File: src/rtl/core/stt_pkg.sv
package stt_pkg;

  // Result counts per input byte
  localparam int unsigned NumRes    = 4;
  localparam int unsigned CntWidth  = 3;   // holds 0 .. NumRes
  localparam int unsigned IdxWidth  = 2;   // indexes 0 .. NumRes-1

  // Bundle queue between front and back
  localparam int unsigned QueueDepth = 4;
  localparam int unsigned QPtrWidth  = 2;
  localparam int unsigned QCntWidth  = 3;

  // Default widths of the position counters
  localparam int unsigned LineBitsDef   = 16;
  localparam int unsigned ColumnBitsDef = 12;

  // Event codes
  localparam logic [1:0] EvText  = 2'd0;
  localparam logic [1:0] EvDone  = 2'd1;
  localparam logic [1:0] EvError = 2'd2;

  // Token types
  localparam logic [2:0] TokIdent  = 3'd0;
  localparam logic [2:0] TokNumber = 3'd1;
  localparam logic [2:0] TokString = 3'd2;
  localparam logic [2:0] TokChar   = 3'd3;
  localparam logic [2:0] TokSymbol = 3'd4;
  localparam logic [2:0] TokEol    = 3'd5;

  // Error codes
  localparam logic [1:0] ErrUntermString = 2'd0;
  localparam logic [1:0] ErrBadChar      = 2'd1;
  localparam logic [1:0] ErrNoCloseQuote = 2'd2;
  localparam logic [1:0] ErrBadByte      = 2'd3;

  // Character constants
  localparam logic [7:0] ChLt     = 8'h3C;
  localparam logic [7:0] ChGt     = 8'h3E;
  localparam logic [7:0] ChBang   = 8'h21;
  localparam logic [7:0] ChEq     = 8'h3D;
  localparam logic [7:0] ChSlash  = 8'h2F;
  localparam logic [7:0] ChNl     = 8'h0A;
  localparam logic [7:0] ChUnder  = 8'h5F;
  localparam logic [7:0] ChDot    = 8'h2E;
  localparam logic [7:0] ChDquote = 8'h22;
  localparam logic [7:0] ChSquote = 8'h27;

  // One result without its position fields
  typedef struct packed {
    logic [1:0] ev;
    logic [2:0] ttype;
    logic [7:0] tbyte;
    logic [1:0] code;
  } rec_t;

  localparam int unsigned RecWidth = $bits(rec_t);

  function automatic rec_t mk_rec(logic [1:0] ev, logic [2:0] ttype,
                                  logic [7:0] tbyte, logic [1:0] code);
    rec_t r;
    r.ev    = ev;
    r.ttype = ttype;
    r.tbyte = tbyte;
    r.code  = code;
    return r;
  endfunction

  function automatic logic is_alpha(logic [7:0] c);
    return (c >= 8'h41 && c <= 8'h5A) || (c >= 8'h61 && c <= 8'h7A);
  endfunction

  function automatic logic is_digit(logic [7:0] c);
    return c >= 8'h30 && c <= 8'h39;
  endfunction

  function automatic logic is_space(logic [7:0] c);
    return c == 8'h20 || (c >= 8'h09 && c <= 8'h0D);
  endfunction

  function automatic logic is_punct(logic [7:0] c);
    return (c >= 8'd33 && c <= 8'd47) || (c >= 8'd58 && c <= 8'd64) ||
           (c >= 8'd91 && c <= 8'd96) || (c >= 8'd123 && c <= 8'd126);
  endfunction

  function automatic logic [7:0] to_upper(logic [7:0] c);
    return (c >= 8'h61 && c <= 8'h7A) ? c - 8'd32 : c;
  endfunction

endpackage

File: src/rtl/core/stt_front.sv
module stt_front #(
  parameter int unsigned LINE_BITS   = stt_pkg::LineBitsDef,
  parameter int unsigned COLUMN_BITS = stt_pkg::ColumnBitsDef,
  localparam int unsigned BundleWidth = stt_pkg::CntWidth + LINE_BITS +
      stt_pkg::NumRes * (COLUMN_BITS + stt_pkg::RecWidth)
) (
  input  logic                   clk_i,
  input  logic                   rst_ni,
  input  logic                   accept_i,
  input  logic [7:0]             char_i,
  output logic                   bundle_valid_o,
  output logic [BundleWidth-1:0] bundle_o
);

  localparam int unsigned RecW = stt_pkg::RecWidth;
  localparam int unsigned NRes = stt_pkg::NumRes;

  typedef enum logic [3:0] {
    ModeIdle, ModeIdent, ModeNumber, ModeString, ModeChOpen, ModeChGot,
    ModeSymHold, ModeSlashHold, ModeUnderHold, ModeDotHold, ModeComment, ModeHalt
  } mode_e;

  mode_e                  mode_q, mode_d;
  logic                   dot_q, dot_d;
  logic [7:0]             held_q, held_d;
  logic [LINE_BITS-1:0]   line_q, line_d;
  logic [COLUMN_BITS-1:0] col_q, col_d;
  logic [COLUMN_BITS-1:0] tok_col_q, tok_col_d;

  // Handling of a byte that arrives between tokens
  stt_pkg::rec_t idle_rec [2];
  logic [1:0]    idle_n;
  mode_e         idle_mode;
  logic [7:0]    idle_held;
  logic          idle_dot_clr;
  logic          idle_line_inc;

  always_comb begin
    idle_rec[0]   = stt_pkg::mk_rec(stt_pkg::EvText, stt_pkg::TokIdent, 8'd0, 2'd0);
    idle_rec[1]   = idle_rec[0];
    idle_n        = 2'd0;
    idle_mode     = ModeIdle;
    idle_held     = held_q;
    idle_dot_clr  = 1'b0;
    idle_line_inc = 1'b0;
    if (char_i == stt_pkg::ChNl) begin
      idle_rec[0]   = stt_pkg::mk_rec(stt_pkg::EvDone, stt_pkg::TokEol, 8'd0, 2'd0);
      idle_n        = 2'd1;
      idle_line_inc = 1'b1;
    end else if (stt_pkg::is_space(char_i)) begin
      idle_n = 2'd0;
    end else if (stt_pkg::is_alpha(char_i)) begin
      idle_rec[0] = stt_pkg::mk_rec(stt_pkg::EvText, stt_pkg::TokIdent,
                                    stt_pkg::to_upper(char_i), 2'd0);
      idle_n      = 2'd1;
      idle_mode   = ModeIdent;
    end else if (stt_pkg::is_digit(char_i)) begin
      idle_rec[0]  = stt_pkg::mk_rec(stt_pkg::EvText, stt_pkg::TokNumber, char_i, 2'd0);
      idle_n       = 2'd1;
      idle_dot_clr = 1'b1;
      idle_mode    = ModeNumber;
    end else if (char_i == stt_pkg::ChUnder) begin
      idle_held = char_i;
      idle_mode = ModeUnderHold;
    end else if (char_i == stt_pkg::ChDot) begin
      idle_held = char_i;
      idle_mode = ModeDotHold;
    end else if (char_i == stt_pkg::ChSlash) begin
      idle_held = char_i;
      idle_mode = ModeSlashHold;
    end else if (char_i == stt_pkg::ChLt || char_i == stt_pkg::ChGt ||
                 char_i == stt_pkg::ChBang || char_i == stt_pkg::ChEq) begin
      idle_held = char_i;
      idle_mode = ModeSymHold;
    end else if (char_i == stt_pkg::ChDquote) begin
      idle_mode = ModeString;
    end else if (char_i == stt_pkg::ChSquote) begin
      idle_mode = ModeChOpen;
    end else if (stt_pkg::is_punct(char_i)) begin
      idle_rec[0] = stt_pkg::mk_rec(stt_pkg::EvText, stt_pkg::TokSymbol, char_i, 2'd0);
      idle_rec[1] = stt_pkg::mk_rec(stt_pkg::EvDone, stt_pkg::TokSymbol, 8'd0, 2'd0);
      idle_n      = 2'd2;
    end else begin
      idle_rec[0] = stt_pkg::mk_rec(stt_pkg::EvError, stt_pkg::TokIdent, 8'd0,
                                    stt_pkg::ErrBadByte);
      idle_n      = 2'd1;
      idle_mode   = ModeHalt;
    end
  end

  // Mode-specific results, then the merged bundle
  stt_pkg::rec_t          pre_rec [3];
  logic [COLUMN_BITS-1:0] pre_col [3];
  logic [1:0]             pre_n;
  logic                   do_idle;
  stt_pkg::rec_t          res_rec [NRes];
  logic [COLUMN_BITS-1:0] res_col [NRes];
  logic [stt_pkg::CntWidth-1:0] res_n;

  always_comb begin
    logic [2:0] j;
    mode_d    = mode_q;
    dot_d     = dot_q;
    held_d    = held_q;
    line_d    = line_q;
    col_d     = col_q;
    tok_col_d = tok_col_q;
    pre_n     = 2'd0;
    do_idle   = 1'b0;
    for (int i = 0; i < 3; i++) begin
      pre_rec[i] = stt_pkg::mk_rec(stt_pkg::EvText, stt_pkg::TokIdent, 8'd0, 2'd0);
      pre_col[i] = tok_col_q;
    end

    case (mode_q)
      ModeIdent: begin
        if (stt_pkg::is_alpha(char_i) || stt_pkg::is_digit(char_i) ||
            char_i == stt_pkg::ChUnder) begin
          pre_rec[0] = stt_pkg::mk_rec(stt_pkg::EvText, stt_pkg::TokIdent,
                                       stt_pkg::to_upper(char_i), 2'd0);
          pre_n      = 2'd1;
        end else begin
          pre_rec[0] = stt_pkg::mk_rec(stt_pkg::EvDone, stt_pkg::TokIdent, 8'd0, 2'd0);
          pre_n      = 2'd1;
          do_idle    = 1'b1;
        end
      end
      ModeNumber: begin
        if (stt_pkg::is_digit(char_i)) begin
          pre_rec[0] = stt_pkg::mk_rec(stt_pkg::EvText, stt_pkg::TokNumber, char_i, 2'd0);
          pre_n      = 2'd1;
        end else if (char_i == stt_pkg::ChDot && !dot_q) begin
          dot_d      = 1'b1;
          pre_rec[0] = stt_pkg::mk_rec(stt_pkg::EvText, stt_pkg::TokNumber, char_i, 2'd0);
          pre_n      = 2'd1;
        end else begin
          pre_rec[0] = stt_pkg::mk_rec(stt_pkg::EvDone, stt_pkg::TokNumber, 8'd0, 2'd0);
          pre_n      = 2'd1;
          do_idle    = 1'b1;
        end
      end
      ModeString: begin
        if (char_i == stt_pkg::ChDquote) begin
          pre_rec[0] = stt_pkg::mk_rec(stt_pkg::EvDone, stt_pkg::TokString, 8'd0, 2'd0);
          pre_n      = 2'd1;
          mode_d     = ModeIdle;
        end else if (char_i == stt_pkg::ChNl) begin
          pre_rec[0] = stt_pkg::mk_rec(stt_pkg::EvError, stt_pkg::TokIdent, 8'd0,
                                       stt_pkg::ErrUntermString);
          pre_col[0] = col_q;
          pre_n      = 2'd1;
          mode_d     = ModeHalt;
        end else begin
          pre_rec[0] = stt_pkg::mk_rec(stt_pkg::EvText, stt_pkg::TokString, char_i, 2'd0);
          pre_n      = 2'd1;
        end
      end
      ModeChOpen: begin
        if (char_i == stt_pkg::ChNl || char_i == stt_pkg::ChSquote) begin
          pre_rec[0] = stt_pkg::mk_rec(stt_pkg::EvError, stt_pkg::TokIdent, 8'd0,
                                       stt_pkg::ErrBadChar);
          pre_col[0] = col_q;
          pre_n      = 2'd1;
          mode_d     = ModeHalt;
        end else begin
          pre_rec[0] = stt_pkg::mk_rec(stt_pkg::EvText, stt_pkg::TokChar, char_i, 2'd0);
          pre_n      = 2'd1;
          mode_d     = ModeChGot;
        end
      end
      ModeChGot: begin
        if (char_i == stt_pkg::ChSquote) begin
          pre_rec[0] = stt_pkg::mk_rec(stt_pkg::EvDone, stt_pkg::TokChar, 8'd0, 2'd0);
          pre_n      = 2'd1;
          mode_d     = ModeIdle;
        end else begin
          pre_rec[0] = stt_pkg::mk_rec(stt_pkg::EvError, stt_pkg::TokIdent, 8'd0,
                                       stt_pkg::ErrNoCloseQuote);
          pre_col[0] = col_q;
          pre_n      = 2'd1;
          mode_d     = ModeHalt;
        end
      end
      ModeSymHold: begin
        pre_rec[0] = stt_pkg::mk_rec(stt_pkg::EvText, stt_pkg::TokSymbol, held_q, 2'd0);
        if (char_i == stt_pkg::ChEq) begin
          pre_rec[1] = stt_pkg::mk_rec(stt_pkg::EvText, stt_pkg::TokSymbol, char_i, 2'd0);
          pre_rec[2] = stt_pkg::mk_rec(stt_pkg::EvDone, stt_pkg::TokSymbol, 8'd0, 2'd0);
          pre_n      = 2'd3;
          mode_d     = ModeIdle;
        end else begin
          pre_rec[1] = stt_pkg::mk_rec(stt_pkg::EvDone, stt_pkg::TokSymbol, 8'd0, 2'd0);
          pre_n      = 2'd2;
          do_idle    = 1'b1;
        end
      end
      ModeSlashHold: begin
        if (char_i == stt_pkg::ChSlash) begin
          mode_d = ModeComment;
        end else begin
          pre_rec[0] = stt_pkg::mk_rec(stt_pkg::EvText, stt_pkg::TokSymbol, held_q, 2'd0);
          pre_rec[1] = stt_pkg::mk_rec(stt_pkg::EvDone, stt_pkg::TokSymbol, 8'd0, 2'd0);
          pre_n      = 2'd2;
          do_idle    = 1'b1;
        end
      end
      ModeUnderHold: begin
        if (stt_pkg::is_alpha(char_i)) begin
          pre_rec[0] = stt_pkg::mk_rec(stt_pkg::EvText, stt_pkg::TokIdent, held_q, 2'd0);
          pre_rec[1] = stt_pkg::mk_rec(stt_pkg::EvText, stt_pkg::TokIdent,
                                       stt_pkg::to_upper(char_i), 2'd0);
          pre_n      = 2'd2;
          mode_d     = ModeIdent;
        end else begin
          pre_rec[0] = stt_pkg::mk_rec(stt_pkg::EvText, stt_pkg::TokSymbol, held_q, 2'd0);
          pre_rec[1] = stt_pkg::mk_rec(stt_pkg::EvDone, stt_pkg::TokSymbol, 8'd0, 2'd0);
          pre_n      = 2'd2;
          do_idle    = 1'b1;
        end
      end
      ModeDotHold: begin
        if (stt_pkg::is_digit(char_i)) begin
          pre_rec[0] = stt_pkg::mk_rec(stt_pkg::EvText, stt_pkg::TokNumber, held_q, 2'd0);
          pre_rec[1] = stt_pkg::mk_rec(stt_pkg::EvText, stt_pkg::TokNumber, char_i, 2'd0);
          pre_n      = 2'd2;
          dot_d      = 1'b1;
          mode_d     = ModeNumber;
        end else begin
          pre_rec[0] = stt_pkg::mk_rec(stt_pkg::EvText, stt_pkg::TokSymbol, held_q, 2'd0);
          pre_rec[1] = stt_pkg::mk_rec(stt_pkg::EvDone, stt_pkg::TokSymbol, 8'd0, 2'd0);
          pre_n      = 2'd2;
          do_idle    = 1'b1;
        end
      end
      ModeComment: begin
        do_idle = (char_i == stt_pkg::ChNl);
      end
      ModeHalt: begin
        pre_n = 2'd0;
      end
      default: begin
        do_idle = 1'b1;
      end
    endcase

    if (do_idle) begin
      mode_d    = idle_mode;
      held_d    = idle_held;
      tok_col_d = col_q;
      if (idle_dot_clr) begin
        dot_d = 1'b0;
      end
      if (idle_line_inc && line_q != {LINE_BITS{1'b1}}) begin
        line_d = line_q + 1'b1;
      end
    end

    if (mode_q != ModeHalt) begin
      if (char_i == stt_pkg::ChNl) begin
        col_d = COLUMN_BITS'(1);
      end else if (col_q != {COLUMN_BITS{1'b1}}) begin
        col_d = col_q + 1'b1;
      end
    end

    // Merge: mode results first, then the between-tokens results
    res_n = stt_pkg::CntWidth'(pre_n) +
            (do_idle ? stt_pkg::CntWidth'(idle_n) : stt_pkg::CntWidth'(0));
    for (int i = 0; i < NRes; i++) begin
      j = 3'(i) - {1'b0, pre_n};
      if (3'(i) < {1'b0, pre_n}) begin
        res_rec[i] = pre_rec[i % 3];
        res_col[i] = pre_col[i % 3];
      end else if (j < 3'd2) begin
        res_rec[i] = idle_rec[j[0]];
        res_col[i] = col_q;
      end else begin
        res_rec[i] = idle_rec[0];
        res_col[i] = col_q;
      end
    end

    bundle_o = '0;
    for (int i = 0; i < NRes; i++) begin
      bundle_o[i*RecW +: RecW]                        = res_rec[i];
      bundle_o[NRes*RecW + i*COLUMN_BITS +: COLUMN_BITS] = res_col[i];
    end
    bundle_o[NRes*(RecW+COLUMN_BITS) +: LINE_BITS]    = line_q;
    bundle_o[BundleWidth-1 -: stt_pkg::CntWidth]       = res_n;
  end

  assign bundle_valid_o = accept_i && (res_n != '0);

  always_ff @(posedge clk_i or negedge rst_ni) begin
    if (!rst_ni) begin
      mode_q    <= ModeIdle;
      dot_q     <= 1'b0;
      held_q    <= 8'd0;
      line_q    <= '0;
      col_q     <= COLUMN_BITS'(1);
      tok_col_q <= COLUMN_BITS'(1);
    end else if (accept_i) begin
      mode_q    <= mode_d;
      dot_q     <= dot_d;
      held_q    <= held_d;
      line_q    <= line_d;
      col_q     <= col_d;
      tok_col_q <= tok_col_d;
    end
  end

endmodule

File: src/rtl/core/stt_queue.sv
module stt_queue #(
  parameter int unsigned WIDTH = 8
) (
  input  logic             clk_i,
  input  logic             rst_ni,
  input  logic             wr_i,
  input  logic [WIDTH-1:0] wdata_i,
  input  logic             rd_i,
  output logic [WIDTH-1:0] rdata_o,
  output logic             full_o,
  output logic             empty_o
);

  logic [WIDTH-1:0]                mem [stt_pkg::QueueDepth];
  logic [stt_pkg::QPtrWidth-1:0]   wptr_q, rptr_q;
  logic [stt_pkg::QCntWidth-1:0]   cnt_q;
  logic                            do_wr, do_rd;

  assign full_o  = (cnt_q == stt_pkg::QCntWidth'(stt_pkg::QueueDepth));
  assign empty_o = (cnt_q == '0);
  assign do_wr   = wr_i && !full_o;
  assign do_rd   = rd_i && !empty_o;
  assign rdata_o = mem[rptr_q];

  always_ff @(posedge clk_i) begin
    if (do_wr) begin
      mem[wptr_q] <= wdata_i;
    end
  end

  always_ff @(posedge clk_i or negedge rst_ni) begin
    if (!rst_ni) begin
      wptr_q <= '0;
      rptr_q <= '0;
      cnt_q  <= '0;
    end else begin
      if (do_wr) begin
        wptr_q <= wptr_q + 1'b1;
      end
      if (do_rd) begin
        rptr_q <= rptr_q + 1'b1;
      end
      if (do_wr && !do_rd) begin
        cnt_q <= cnt_q + 1'b1;
      end else if (do_rd && !do_wr) begin
        cnt_q <= cnt_q - 1'b1;
      end
    end
  end

endmodule

File: src/rtl/core/stt_back.sv
module stt_back #(
  parameter int unsigned LINE_BITS   = stt_pkg::LineBitsDef,
  parameter int unsigned COLUMN_BITS = stt_pkg::ColumnBitsDef,
  localparam int unsigned BundleWidth = stt_pkg::CntWidth + LINE_BITS +
      stt_pkg::NumRes * (COLUMN_BITS + stt_pkg::RecWidth)
) (
  input  logic                   clk_i,
  input  logic                   rst_ni,
  input  logic [BundleWidth-1:0] bundle_i,
  input  logic                   avail_i,
  input  logic                   take_i,
  output logic                   release_o,
  output stt_pkg::rec_t          rec_o,
  output logic [LINE_BITS-1:0]   line_o,
  output logic [COLUMN_BITS-1:0] col_o,
  output logic                   last_o
);

  localparam int unsigned RecW = stt_pkg::RecWidth;
  localparam int unsigned NRes = stt_pkg::NumRes;

  logic [stt_pkg::IdxWidth-1:0] idx_q, idx_d;
  logic [stt_pkg::CntWidth-1:0] cnt;
  logic                         fire;

  assign cnt    = bundle_i[BundleWidth-1 -: stt_pkg::CntWidth];
  assign line_o = bundle_i[NRes*(RecW+COLUMN_BITS) +: LINE_BITS];
  assign rec_o  = bundle_i[idx_q*RecW +: RecW];
  assign col_o  = bundle_i[NRes*RecW + idx_q*COLUMN_BITS +: COLUMN_BITS];
  assign last_o = ({1'b0, idx_q} == cnt - 1'b1);

  assign fire      = avail_i && take_i;
  assign release_o = fire && last_o;

  always_comb begin
    idx_d = idx_q;
    if (fire) begin
      idx_d = last_o ? '0 : idx_q + 1'b1;
    end
  end

  always_ff @(posedge clk_i or negedge rst_ni) begin
    if (!rst_ni) begin
      idx_q <= '0;
    end else begin
      idx_q <= idx_d;
    end
  end

endmodule

File: src/rtl/core/source_text_tokenizer.sv
// Streaming tokenizer for source text. Bytes go in through a queue-style
// port (push/full) and results come out through another (empty/pop).
// Spaces and // comments are dropped; each token is reported as a run of
// text-byte results (identifiers uppercased) and then one token-done result
// carrying its type, zero-based line and one-based start column. Symbols
// <= >= != == are joined; a leading '_' or '.', a lone '/' and a pending
// < > ! = wait for one more byte before they are classified. Any error
// (unterminated string, bad or unclosed character literal, unknown byte)
// gives one error result and the block then swallows all input until reset.
// Timing: the front end takes one byte per cycle whenever the bundle queue
// has room, and the result port drains one result per cycle while results
// wait and pop is high. A byte makes 0 to 4 results. last_of_run_o marks the
// final result caused by a byte. Line and column counters saturate at their
// all-ones value.
module source_text_tokenizer #(
  parameter int unsigned LINE_BITS   = stt_pkg::LineBitsDef,
  parameter int unsigned COLUMN_BITS = stt_pkg::ColumnBitsDef
) (
  input  logic                   clk_i,
  input  logic                   rst_ni,
  // input transaction side
  input  logic                   push,
  output logic                   full,
  input  logic [7:0]             char_in_i,
  // result transaction side
  output logic                   empty,
  input  logic                   pop,
  output logic [1:0]             event_res_o,
  output logic [2:0]             token_type_o,
  output logic [7:0]             text_byte_o,
  output logic [LINE_BITS-1:0]   line_number_o,
  output logic [COLUMN_BITS-1:0] start_column_o,
  output logic [1:0]             error_code_o,
  output logic                   last_of_run_o
);

  localparam int unsigned BundleWidth = stt_pkg::CntWidth + LINE_BITS +
      stt_pkg::NumRes * (COLUMN_BITS + stt_pkg::RecWidth);

  logic                   accept;
  logic                   bundle_valid;
  logic [BundleWidth-1:0] bundle_wr, bundle_rd;
  logic                   q_full, q_empty, q_release;
  stt_pkg::rec_t          rec;

  // A byte is taken whenever the queue can hold its bundle, even bytes
  // that make no result, so the front never waits on the back otherwise.
  assign full   = q_full;
  assign accept = push && !q_full;

  stt_front #(
    .LINE_BITS  (LINE_BITS),
    .COLUMN_BITS(COLUMN_BITS)
  ) u_front (
    .clk_i         (clk_i),
    .rst_ni        (rst_ni),
    .accept_i      (accept),
    .char_i        (char_in_i),
    .bundle_valid_o(bundle_valid),
    .bundle_o      (bundle_wr)
  );

  // Short queue of per-byte result bundles decouples classify from emit.
  stt_queue #(
    .WIDTH(BundleWidth)
  ) u_queue (
    .clk_i  (clk_i),
    .rst_ni (rst_ni),
    .wr_i   (bundle_valid),
    .wdata_i(bundle_wr),
    .rd_i   (q_release),
    .rdata_o(bundle_rd),
    .full_o (q_full),
    .empty_o(q_empty)
  );

  // Back end walks the head bundle one result per pop transaction.
  stt_back #(
    .LINE_BITS  (LINE_BITS),
    .COLUMN_BITS(COLUMN_BITS)
  ) u_back (
    .clk_i    (clk_i),
    .rst_ni   (rst_ni),
    .bundle_i (bundle_rd),
    .avail_i  (!q_empty),
    .take_i   (pop),
    .release_o(q_release),
    .rec_o    (rec),
    .line_o   (line_number_o),
    .col_o    (start_column_o),
    .last_o   (last_of_run_o)
  );

  assign empty        = q_empty;
  assign event_res_o  = rec.ev;
  assign token_type_o = rec.ttype;
  assign text_byte_o  = rec.tbyte;
  assign error_code_o = rec.code;

endmodule

File: config.mk
export PLATFORM = sky130hd
export DESIGN_NAME = source_text_tokenizer
export DESIGN_NICKNAME = d
export VERILOG_FILES = /design/src/rtl/core/stt_pkg.sv /design/src/rtl/core/stt_front.sv /design/src/rtl/core/stt_queue.sv /design/src/rtl/core/stt_back.sv /design/src/rtl/core/source_text_tokenizer.sv
export SDC_FILE = /design/constraint.sdc
export NUM_CORES = 1
export LEC_CHECK = 0
export BUFFER_PORTS_ARGS = -buffer_cell sky130_fd_sc_hd__buf_2
export CAP_MARGIN = 40
export CORE_MARGIN = 1
export CORE_UTILIZATION = 35
export DETAILED_ROUTE_END_ITERATION = 6
export PLACE_DENSITY = 0.55
export RECOVER_POWER = 100
export SYNTH_ARGS = -nofsm -noshare
export SYNTH_HDL_FRONTEND = slang
export SYNTH_SLANG_ARGS = --single-unit
File: constraint.sdc
create_clock -name clk_i -period 12 [get_ports clk_i]
set_input_delay 2.4 -clock clk_i [delete_from_list [all_inputs] [get_ports clk_i]]
set_output_delay 2.4 -clock clk_i [all_outputs]
set_load 0.02 [all_outputs]
==> results of run 1 <==
critical path, cell delays in order:
cell and delay [ns]:
sky130_fd_sc_hd__clkbuf_1 0.68, sky130_fd_sc_hd__nor3b_1 0.59, sky130_fd_sc_hd__nand2_1 0.16, sky130_fd_sc_hd__a2111oi_0 1.21, sky130_fd_sc_hd__nor2_4 0.16, sky130_fd_sc_hd__a211o_2 0.39, sky130_fd_sc_hd__o21ai_0 1.61, sky130_fd_sc_hd__clkbuf_1 1.39
sky130_fd_sc_hd__o21bai_1 0.59, sky130_fd_sc_hd__mux2_1 0.38
through the flow:
stage | hold slack, ns | power, mW | std cells
2_1_floorplan | 0.453 | 4.59 | 1293
5_1_grt | 0.499 | 7.31 | 2264
3_3_place_gp | 0.478 | 5.40 | 2154
3_5_place_dp | 0.476 | 5.51 | 2167
4_1_cts | 0.490 | 7.12 | 2263
6_report | 0.484 | 6.95 | 2264
final timing paths:
check / from / slack, ns / end / depth (start not counted)
worst max-delay path: char_in_i[1] / 2.86 / u_front.held_q[1] / 10
worst min-delay path: u_front.held_q[7] / 0.48 / u_front.held_q[7] / 1
worst max register to register: u_front.mode_q[0] / 6.16 / u_front.held_q[1] / 8
worst min register to register: u_front.held_q[7] / 0.48 / u_front.held_q[7] / 1
max in group asynchronous: rst_ni / 6.39 / u_queue.rptr_q[1] / 3
min in group asynchronous: rst_ni / 1.60 / u_front.line_q[13] / 1
sequential cells by signal (all words and copies together), names as in the netlist:
name,flops
u_queue.wptr_q,2
u_queue.mem,472
u_front.line_q,16
u_queue.cnt_q,3
u_queue.rptr_q,2
u_back.idx_q,2
u_front.dot_q,1
u_front.col_q,12
u_front.held_q,8
u_front.tok_col_q,12
u_front.mode_q,4
routing by layer:
layer / vias up / track usage, % / wire length [µm]
met1: 6377 / 22.1 / 23300
li1: 5321 / - / -
met5: - / 0 / 0
met3: 61 / 2.52 / 2630
met4: 0 / 4.45 / 948
met2: 318 / 25.7 / 25000
cell families (layout without fill, tap and decap cells):
kind of cell	count (synthesis)	in the layout	share of synthesized area (%)
AO/OA/AOI/OAI	136	136	4.04
XOR/XNOR	31	31	1.19
adder cells (fa/ha/maj)	18	18	1.06
buffers and inverters	92	208	1.64
flip-flops	534	534	69.1
multiplexers	188	188	16.3
AND/OR/NAND/NOR	294	294	6.67
placed cells by master (no fill, tap or decap), types with 7 or more instances in the layout:
cell type,synthesis,routed
sky130_fd_sc_hd__buf_2,4,13
sky130_fd_sc_hd__and3_1,7,7
sky130_fd_sc_hd__and2_0,0,16
sky130_fd_sc_hd__nand3_1,26,26
sky130_fd_sc_hd__clkbuf_16,0,52
sky130_fd_sc_hd__dfrtp_1,60,57
sky130_fd_sc_hd__ha_1,16,16
sky130_fd_sc_hd__nor3_1,14,14
sky130_fd_sc_hd__nand4_1,10,10
sky130_fd_sc_hd__mux4_2,141,141
sky130_fd_sc_hd__mux2_1,8,31
sky130_fd_sc_hd__xor2_1,23,23
sky130_fd_sc_hd__o22ai_1,8,8
sky130_fd_sc_hd__nor2_1,63,63
sky130_fd_sc_hd__buf_4,2,11
sky130_fd_sc_hd__mux2_2,36,14
sky130_fd_sc_hd__o21ai_0,34,37
sky130_fd_sc_hd__clkbuf_1,42,75
sky130_fd_sc_hd__a21oi_1,29,29
sky130_fd_sc_hd__inv_1,22,22
sky130_fd_sc_hd__buf_16,0,7
sky130_fd_sc_hd__edfxtp_1,472,472
sky130_fd_sc_hd__nand2_1,94,94
sky130_fd_sc_hd__or3_1,11,11
sky130_fd_sc_hd__nor4_1,4,8
sky130_fd_sc_hd__xnor2_1,8,8
sky130_fd_sc_hd__clkinv_1,1,7
area by class of cell:
class	instances	area (µm²)
Sequential cell	534	15700
Tap cell	855	1070
Clock inverter	20	215
Timing Repair Buffer	89	574
Clock buffer	76	1450
Multi-Input combinational cell	667	6590
Inverter	23	86.3
Fill cell	5806	38600
report_power, final:
part	switching, mW	internal (mW)	total, mW	leakage, nW
clock	0.677	0.926	1.60	0.815
combinational	1.51	0.947	2.46	2.70
sequential	0.216	2.67	2.88	5.33
total	2.40	4.54	6.95	8.84
==> reports/metrics.json, run 1 <==
{
  "final_max_slew_violation_count": 134,
  "tritoncts": "built",
  "synth_flop_cell": "sky130_fd_sc_hd__edfxtp_1",
  "run_status": "complete, but fails checks",
  "layout-area-overhead-vs-synth_pct": 13.0,
  "rows": 93,
  "static-leakage-power_nw": 8.84,
  "ctsHoldBuffers": 0,
  "synth_top_cells_by_area": "sky130_fd_sc_hd__edfxtp_1 (62%), sky130_fd_sc_hd__mux4_2 (14%), sky130_fd_sc_hd__dfrtp_1 (6.6%)",
  "floorplan_die_area_um2": 66000,
  "cts_made_buffers": 52,
  "final.setup.worst_slack_ns": 2.86,
  "crit_type": "input port to flop",
  "synth_most_common_cell": "sky130_fd_sc_hd__edfxtp_1",
  "worst_setup_skew_after_layout_ns": 0.0165,
  "number_of_top_level_pins": 58,
  "num_clock_sinks": 534,
  "globalplace.congestion": 0.899,
  "cp_data_required_time_ns": 12.46,
  "final_design_area_no_fill_um2": 25700,
  "synth_largest_area_cell": "sky130_fd_sc_hd__edfxtp_1",
  "num_vias": 12100,
  "cts-root-buf": "sky130_fd_sc_hd__clkbuf_16",
  "maxSlewHeadroom_pct": -61.0,
  "syn-mean-instance-area_um2": 17.6,
  "synth_seq_cells": 534,
  "cp.arrival_ns": 9.61,
  "wl_per_cell_um": 22.9,
  "nets": 1397,
  "max-clock-path-buffers": 3,
  "netlist-cell-type-count": 86,
  "worst_vdd_rail_ir_drop_v": 0.000144,
  "portion_of_synthesized_cell_area_occupied_by_the_leading_cell_type_pct": 62.3,
  "final_min_period_ns": 9.14,
  "yosysSeqAreaShare_pct": 69.1,
  "drt_first_iter_violations": 1182,
  "setup_viol": 0,
  "utilization_of_the_core_after_routing_pct": 40.0,
  "grtUsageTotal_pct": 15.8,
  "hp-class": "flop to flop",
  "drtAntennaViolNets": 0,
  "cts.htree.levels": 2,
  "fraction_of_the_cycle_the_final_worst_path_needs_pct": 76.2,
  "hpwlAfterDp_mm": 32.4,
  "syn_nets": 1323,
  "synth.cells.most_frequent": "sky130_fd_sc_hd__edfxtp_1 (472), sky130_fd_sc_hd__mux4_2 (141), sky130_fd_sc_hd__nand2_1 (94)",
  "dpl_cell_area_um2": 24300,
  "async_reset_ff_share_pct": 11.6,
  "clkTransAtPathRegs_ns": 0.06,
  "route.final.wire_length_mm": 51.9,
  "critical_path_capture_point_type": "flop",
  "grt_max_degree": 54,
  "fin_setup_tns_ns": 0,
  "power_per_cell_area_nw_per_um2": 270,
  "core-area_um2": 64300,
  "first_pass_iters": 7,
  "diodes": 0,
  "grt_pass1_vias": 12400,
  "yosys_warnings": 0,
  "mappedNetlistArea_um2": 22800,
  "failing_checks": "max-capacitance violations, max-slew violations",
  "worstMarginPinSlew_ns": 2.41,
  "placement.setup.worst_slack_ns": 4.07,
  "grt-ovfl-total": 0,
  "clk-insertion-delay-late_ns": 0.59,
  "grt_first_pass_wirelength_mm": 79.3,
  "max_cap_viol_count": 5,
  "postCtsSetupBuffers": 0,
  "port_buffers": 57,
  "critical_path_peak_fanout": 24,
  "grt_setup_unrepaired": "no",
  "post_synth_inst_count": 1293,
  "route.detailed.drc": 0,
  "timing.final.hold_violations": 0,
  "die_y_um": 257,
  "initial_core_util_pct": 35.4,
  "synth_enable_flop_cells": 472,
  "final_layout_size_suffix_gt1_share_pct": 20.0,
  "worstSetupStartpointType": "input port",
  "achievable-frequency_mhz": 109,
  "vias_per_cell": 5.33,
  "number_of_antenna_violations_at_the_first_check_in_global_routing": 0,
  "die_x_um": 257,
  "cts_repair_resizes": 0
}
(Power assumes the default switching activity.)
==> run 2: changes to the inputs <==
==> constraint.sdc (replaced) <==
create_clock -name clk_i -period 8.73 [get_ports clk_i]
set_input_delay 1.746 -clock clk_i [delete_from_list [all_inputs] [get_ports clk_i]]
set_output_delay 1.746 -clock clk_i [all_outputs]
set_load 0.02 [all_outputs]
==> run 2 against run 1 <==
- the flow still finishes with violations (max-capacitance violations, max-slew violations)
- global-route usage fell by 0.096 points
- final area fell by 0.27%
- sequential share of layout area grew 0.17 points
- critical path depth fell by 3
- non-clock buffer count down 8
- clock power up 42%
- total power rose by 38%
- largest cell class unchanged
- largest power group unchanged
==> reports/metrics.json, run 2 (synthesized netlist as in run 1, its figures left out) <==
{
  "run_status": "complete, but fails checks",
  "failing_checks": "max-capacitance violations, max-slew violations",
  "static-leakage-power": {"value": 8.81, "unit": "nW", "change": "-0.38%"},
  "final_design_area_no_fill": {"value": 25700, "unit": "µm²", "change": "-0.27%"},
  "clkTransAtPathRegs": {"value": 0.06, "unit": "ns", "change": "about the same"},
  "globalplace.congestion": {"value": 0.872, "change": "-2.9%"},
  "biggestRegsByFlops": "u_queue.mem (472), u_front.line_q (16)",
  "layoutNonFillerInstCount": {"value": 2258, "change": "-0.27%"},
  "diodes": {"value": 0, "change": "unchanged"},
  "route.final.wire_length": {"value": 51.7, "unit": "mm", "change": "-0.32%"},
  "hp-class": "flop to flop",
  "cts_made_buffers": {"value": 52, "change": "unchanged"},
  "nets": {"value": 1389, "change": "-0.57%"},
  "grt_first_pass_wirelength": {"value": 78.7, "unit": "mm", "change": "-0.69%"},
  "dpl_cell_area": {"value": 24100, "unit": "µm²", "change": "-0.51%"},
  "initial_core_util": {"value": 35.4, "unit": "%", "change": "unchanged"},
  "final_cell_mix": "sky130_fd_sc_hd__edfxtp_1 (472), sky130_fd_sc_hd__mux4_2 (141), sky130_fd_sc_hd__nand2_1 (94)",
  "max_cap_viol_count": {"value": 6, "change": "+1"},
  "vias_per_cell": {"value": 5.32, "change": "-0.35%"},
  "max-clock-path-buffers": {"value": 3, "change": "unchanged"},
  "hold_start": "u_front.held_q[7]",
  "port_buffers": {"value": 57, "change": "unchanged"},
  "crit_type": "flop to output pin",
  "num_clock_sinks": {"value": 534, "change": "unchanged"},
  "largest_reg_flops": {"value": 472, "change": "unchanged"},
  "grt_pass1_vias": {"value": 12300, "change": "-0.54%"},
  "cp_data_required_time": {"value": 6.98, "unit": "ns", "change": "-5.48 ns"},
  "worst_setup_skew_after_layout": {"value": 0.0164, "unit": "ns", "change": "-0.0000879 ns"},
  "ctsHoldBuffers": {"value": 0, "change": "unchanged"},
  "worst_hold_path_endpoint": "u_front.held_q[7]",
  "wl_per_cell": {"value": 22.9, "unit": "µm", "change": "about the same"},
  "hold_ws": {"value": 0.489, "unit": "ns", "change": "+0.00468 ns"},
  "grt-ovfl-total": {"value": 0, "change": "unchanged"},
  "number_of_antenna_violations_at_the_first_check_in_global_routing": {"value": 0, "change": "unchanged"},
  "core-area": {"value": 64300, "unit": "µm²", "change": "unchanged"},
  "drtAntennaViolNets": {"value": 0, "change": "unchanged"},
  "final_layout_size_suffix_gt1_share": {"value": 19.6, "unit": "%", "change": "-0.41 points"},
  "number_of_top_level_pins": {"value": 58, "change": "unchanged"},
  "power_per_cell_area": {"value": 375, "unit": "nW/µm²", "change": "+39%"},
  "grt_max_degree": {"value": 115, "change": "+110%"},
  "maxSlewHeadroom": {"value": -131, "unit": "%", "change": "-70 points"},
  "final_common_cell": "sky130_fd_sc_hd__edfxtp_1",
  "first_pass_iters": {"value": 7, "change": "unchanged"},
  "grt_setup_unrepaired": "no",
  "num_vias": {"value": 12000, "change": "-0.61%"},
  "worst_vdd_rail_ir_drop": {"value": 0.000295, "unit": "V", "change": "+100%"},
  "rows": {"value": 93, "change": "unchanged"},
  "worstReg2RegEnd": "u_queue.mem[3][42]",
  "min_path_cells": {"value": 1, "change": "unchanged"},
  "timing.final.hold_violations": {"value": 0, "change": "unchanged"},
  "worstMarginPinSlew": {"value": 3.46, "unit": "ns", "change": "+1.05 ns"},
  "final_max_slew_violation_count": {"value": 270, "change": "+100%"},
  "cts_repair_resizes": {"value": 0, "change": "unchanged"},
  "setup_viol": {"value": 0, "change": "unchanged"},
  "hpwlAfterDp": {"value": 31.1, "unit": "mm", "change": "-4.0%"},
  "tritoncts": "built",
  "utilization_of_the_core_after_routing": {"value": 39.9, "unit": "%", "change": "-0.11 points"},
  "fin_setup_tns": {"value": 0, "unit": "ns", "change": "unchanged"},
  "critical_path_peak_fanout": {"value": 52, "change": "+120%"},
  "critical_path_capture_point_type": "output pin",
  "grtUsageTotal": {"value": 15.7, "unit": "%", "change": "-0.096 points"},
  "floorplan_die_area": {"value": 66000, "unit": "µm²", "change": "unchanged"},
  "cts.htree.levels": {"value": 2, "change": "unchanged"},
  "cts-root-buf": "sky130_fd_sc_hd__clkbuf_16",
  "worstSetupStartpointType": "flop",
  "die_y": {"value": 257, "unit": "µm", "change": "unchanged"},
  "cp.arrival": {"value": 5.60, "unit": "ns", "change": "-4.01 ns"},
  "postCtsSetupBuffers": {"value": 0, "change": "unchanged"},
  "placement.setup.worst_slack": {"value": 1.80, "unit": "ns", "change": "-2.27 ns"},
  "finalPower": {"value": 9.61, "unit": "mW", "change": "+38%"},
  "clk-insertion-delay-late": {"value": 0.59, "unit": "ns", "change": "about the same"},
  "setup.reg_to_reg.worst_slack": {"value": 2.63, "unit": "ns", "change": "-3.53 ns"},
  "r2r-start": "u_front.mode_q[2]",
  "timing.reg2reg.worst_path_depth": {"value": 11, "change": "+3"},
  "drt_first_iter_violations": {"value": 788, "change": "-33%"},
  "final_min_period_ns": 7.34,
  "dp_cells": {"value": 2159, "change": "-0.37%"},
  "die_x": {"value": 257, "unit": "µm", "change": "unchanged"},
  "final.setup.worst_slack": {"value": 1.39, "unit": "ns", "change": "-1.47 ns"},
  "route.detailed.drc": {"value": 0, "change": "unchanged"},
  "layout-area-overhead-vs-synth_pct": 12.7,
  "achievable-frequency_mhz": 136,
  "top_register": "u_queue.mem",
  "fraction_of_the_cycle_the_final_worst_path_needs_pct": 84.1
}
-- run 2: cell types whose count changed in the layout (fill, tap and decap cells not counted), sizes merged --
cell    before  now
clkbuf     133  131
buf         32   25
inv         25   23
bufinv       4    6
clkinv      14   17
-- run 2: power by group --
part	internal [mW]	switching [mW]
Clock	1.34	0.943
Combinational	1.30	2.10
Sequential	3.67	0.254
Total	6.31	3.30
-- run 2: cell type report --
cell class	instances	area [µm²]
inverters	23	86.3
repair buffers	81	437
well taps	855	1070
clock buffers	75	1460
multi-input cells	667	6600
flip-flops and latches	534	15700
clock inverters	23	270
fillers	5822	38700
-- run 2: worst max path at each step --
stage	startpoint	to	slack (ns)
global route	u_queue.rptr_q[1]	last_of_run_o	1.08
finish	u_queue.rptr_q[1]	last_of_run_o	1.39
detailed placement	char_in_i[1]	u_queue.mem[3][48]	1.80
global placement	char_in_i[1]	u_queue.mem[1][54]	1.93
CTS	char_in_i[1]	u_queue.mem[3][33]	2.42
floorplan	char_in_i[2]	u_queue.mem[0][0]	0.91
-- run 2: critical path: stages (launching register included) --
cell and delay, ns:
sky130_fd_sc_hd__dfrtp_4 0.44, sky130_fd_sc_hd__clkbuf_1 2.44, sky130_fd_sc_hd__mux4_2 0.71, sky130_fd_sc_hd__inv_1 0.06, sky130_fd_sc_hd__ha_1 0.31, sky130_fd_sc_hd__xnor2_1 0.14, sky130_fd_sc_hd__nor3_1 0.59, sky130_fd_sc_hd__buf_2 0.29
-- run 2: layer usage --
metal	global-route usage [%]	up-vias	share of wire (%)
met2	25.5	302	48
met5	0	-	0
met3	2.51	74	5.1
met4	3.90	0	2.0
met1	22.1	6315	45
li1	-	5312	-
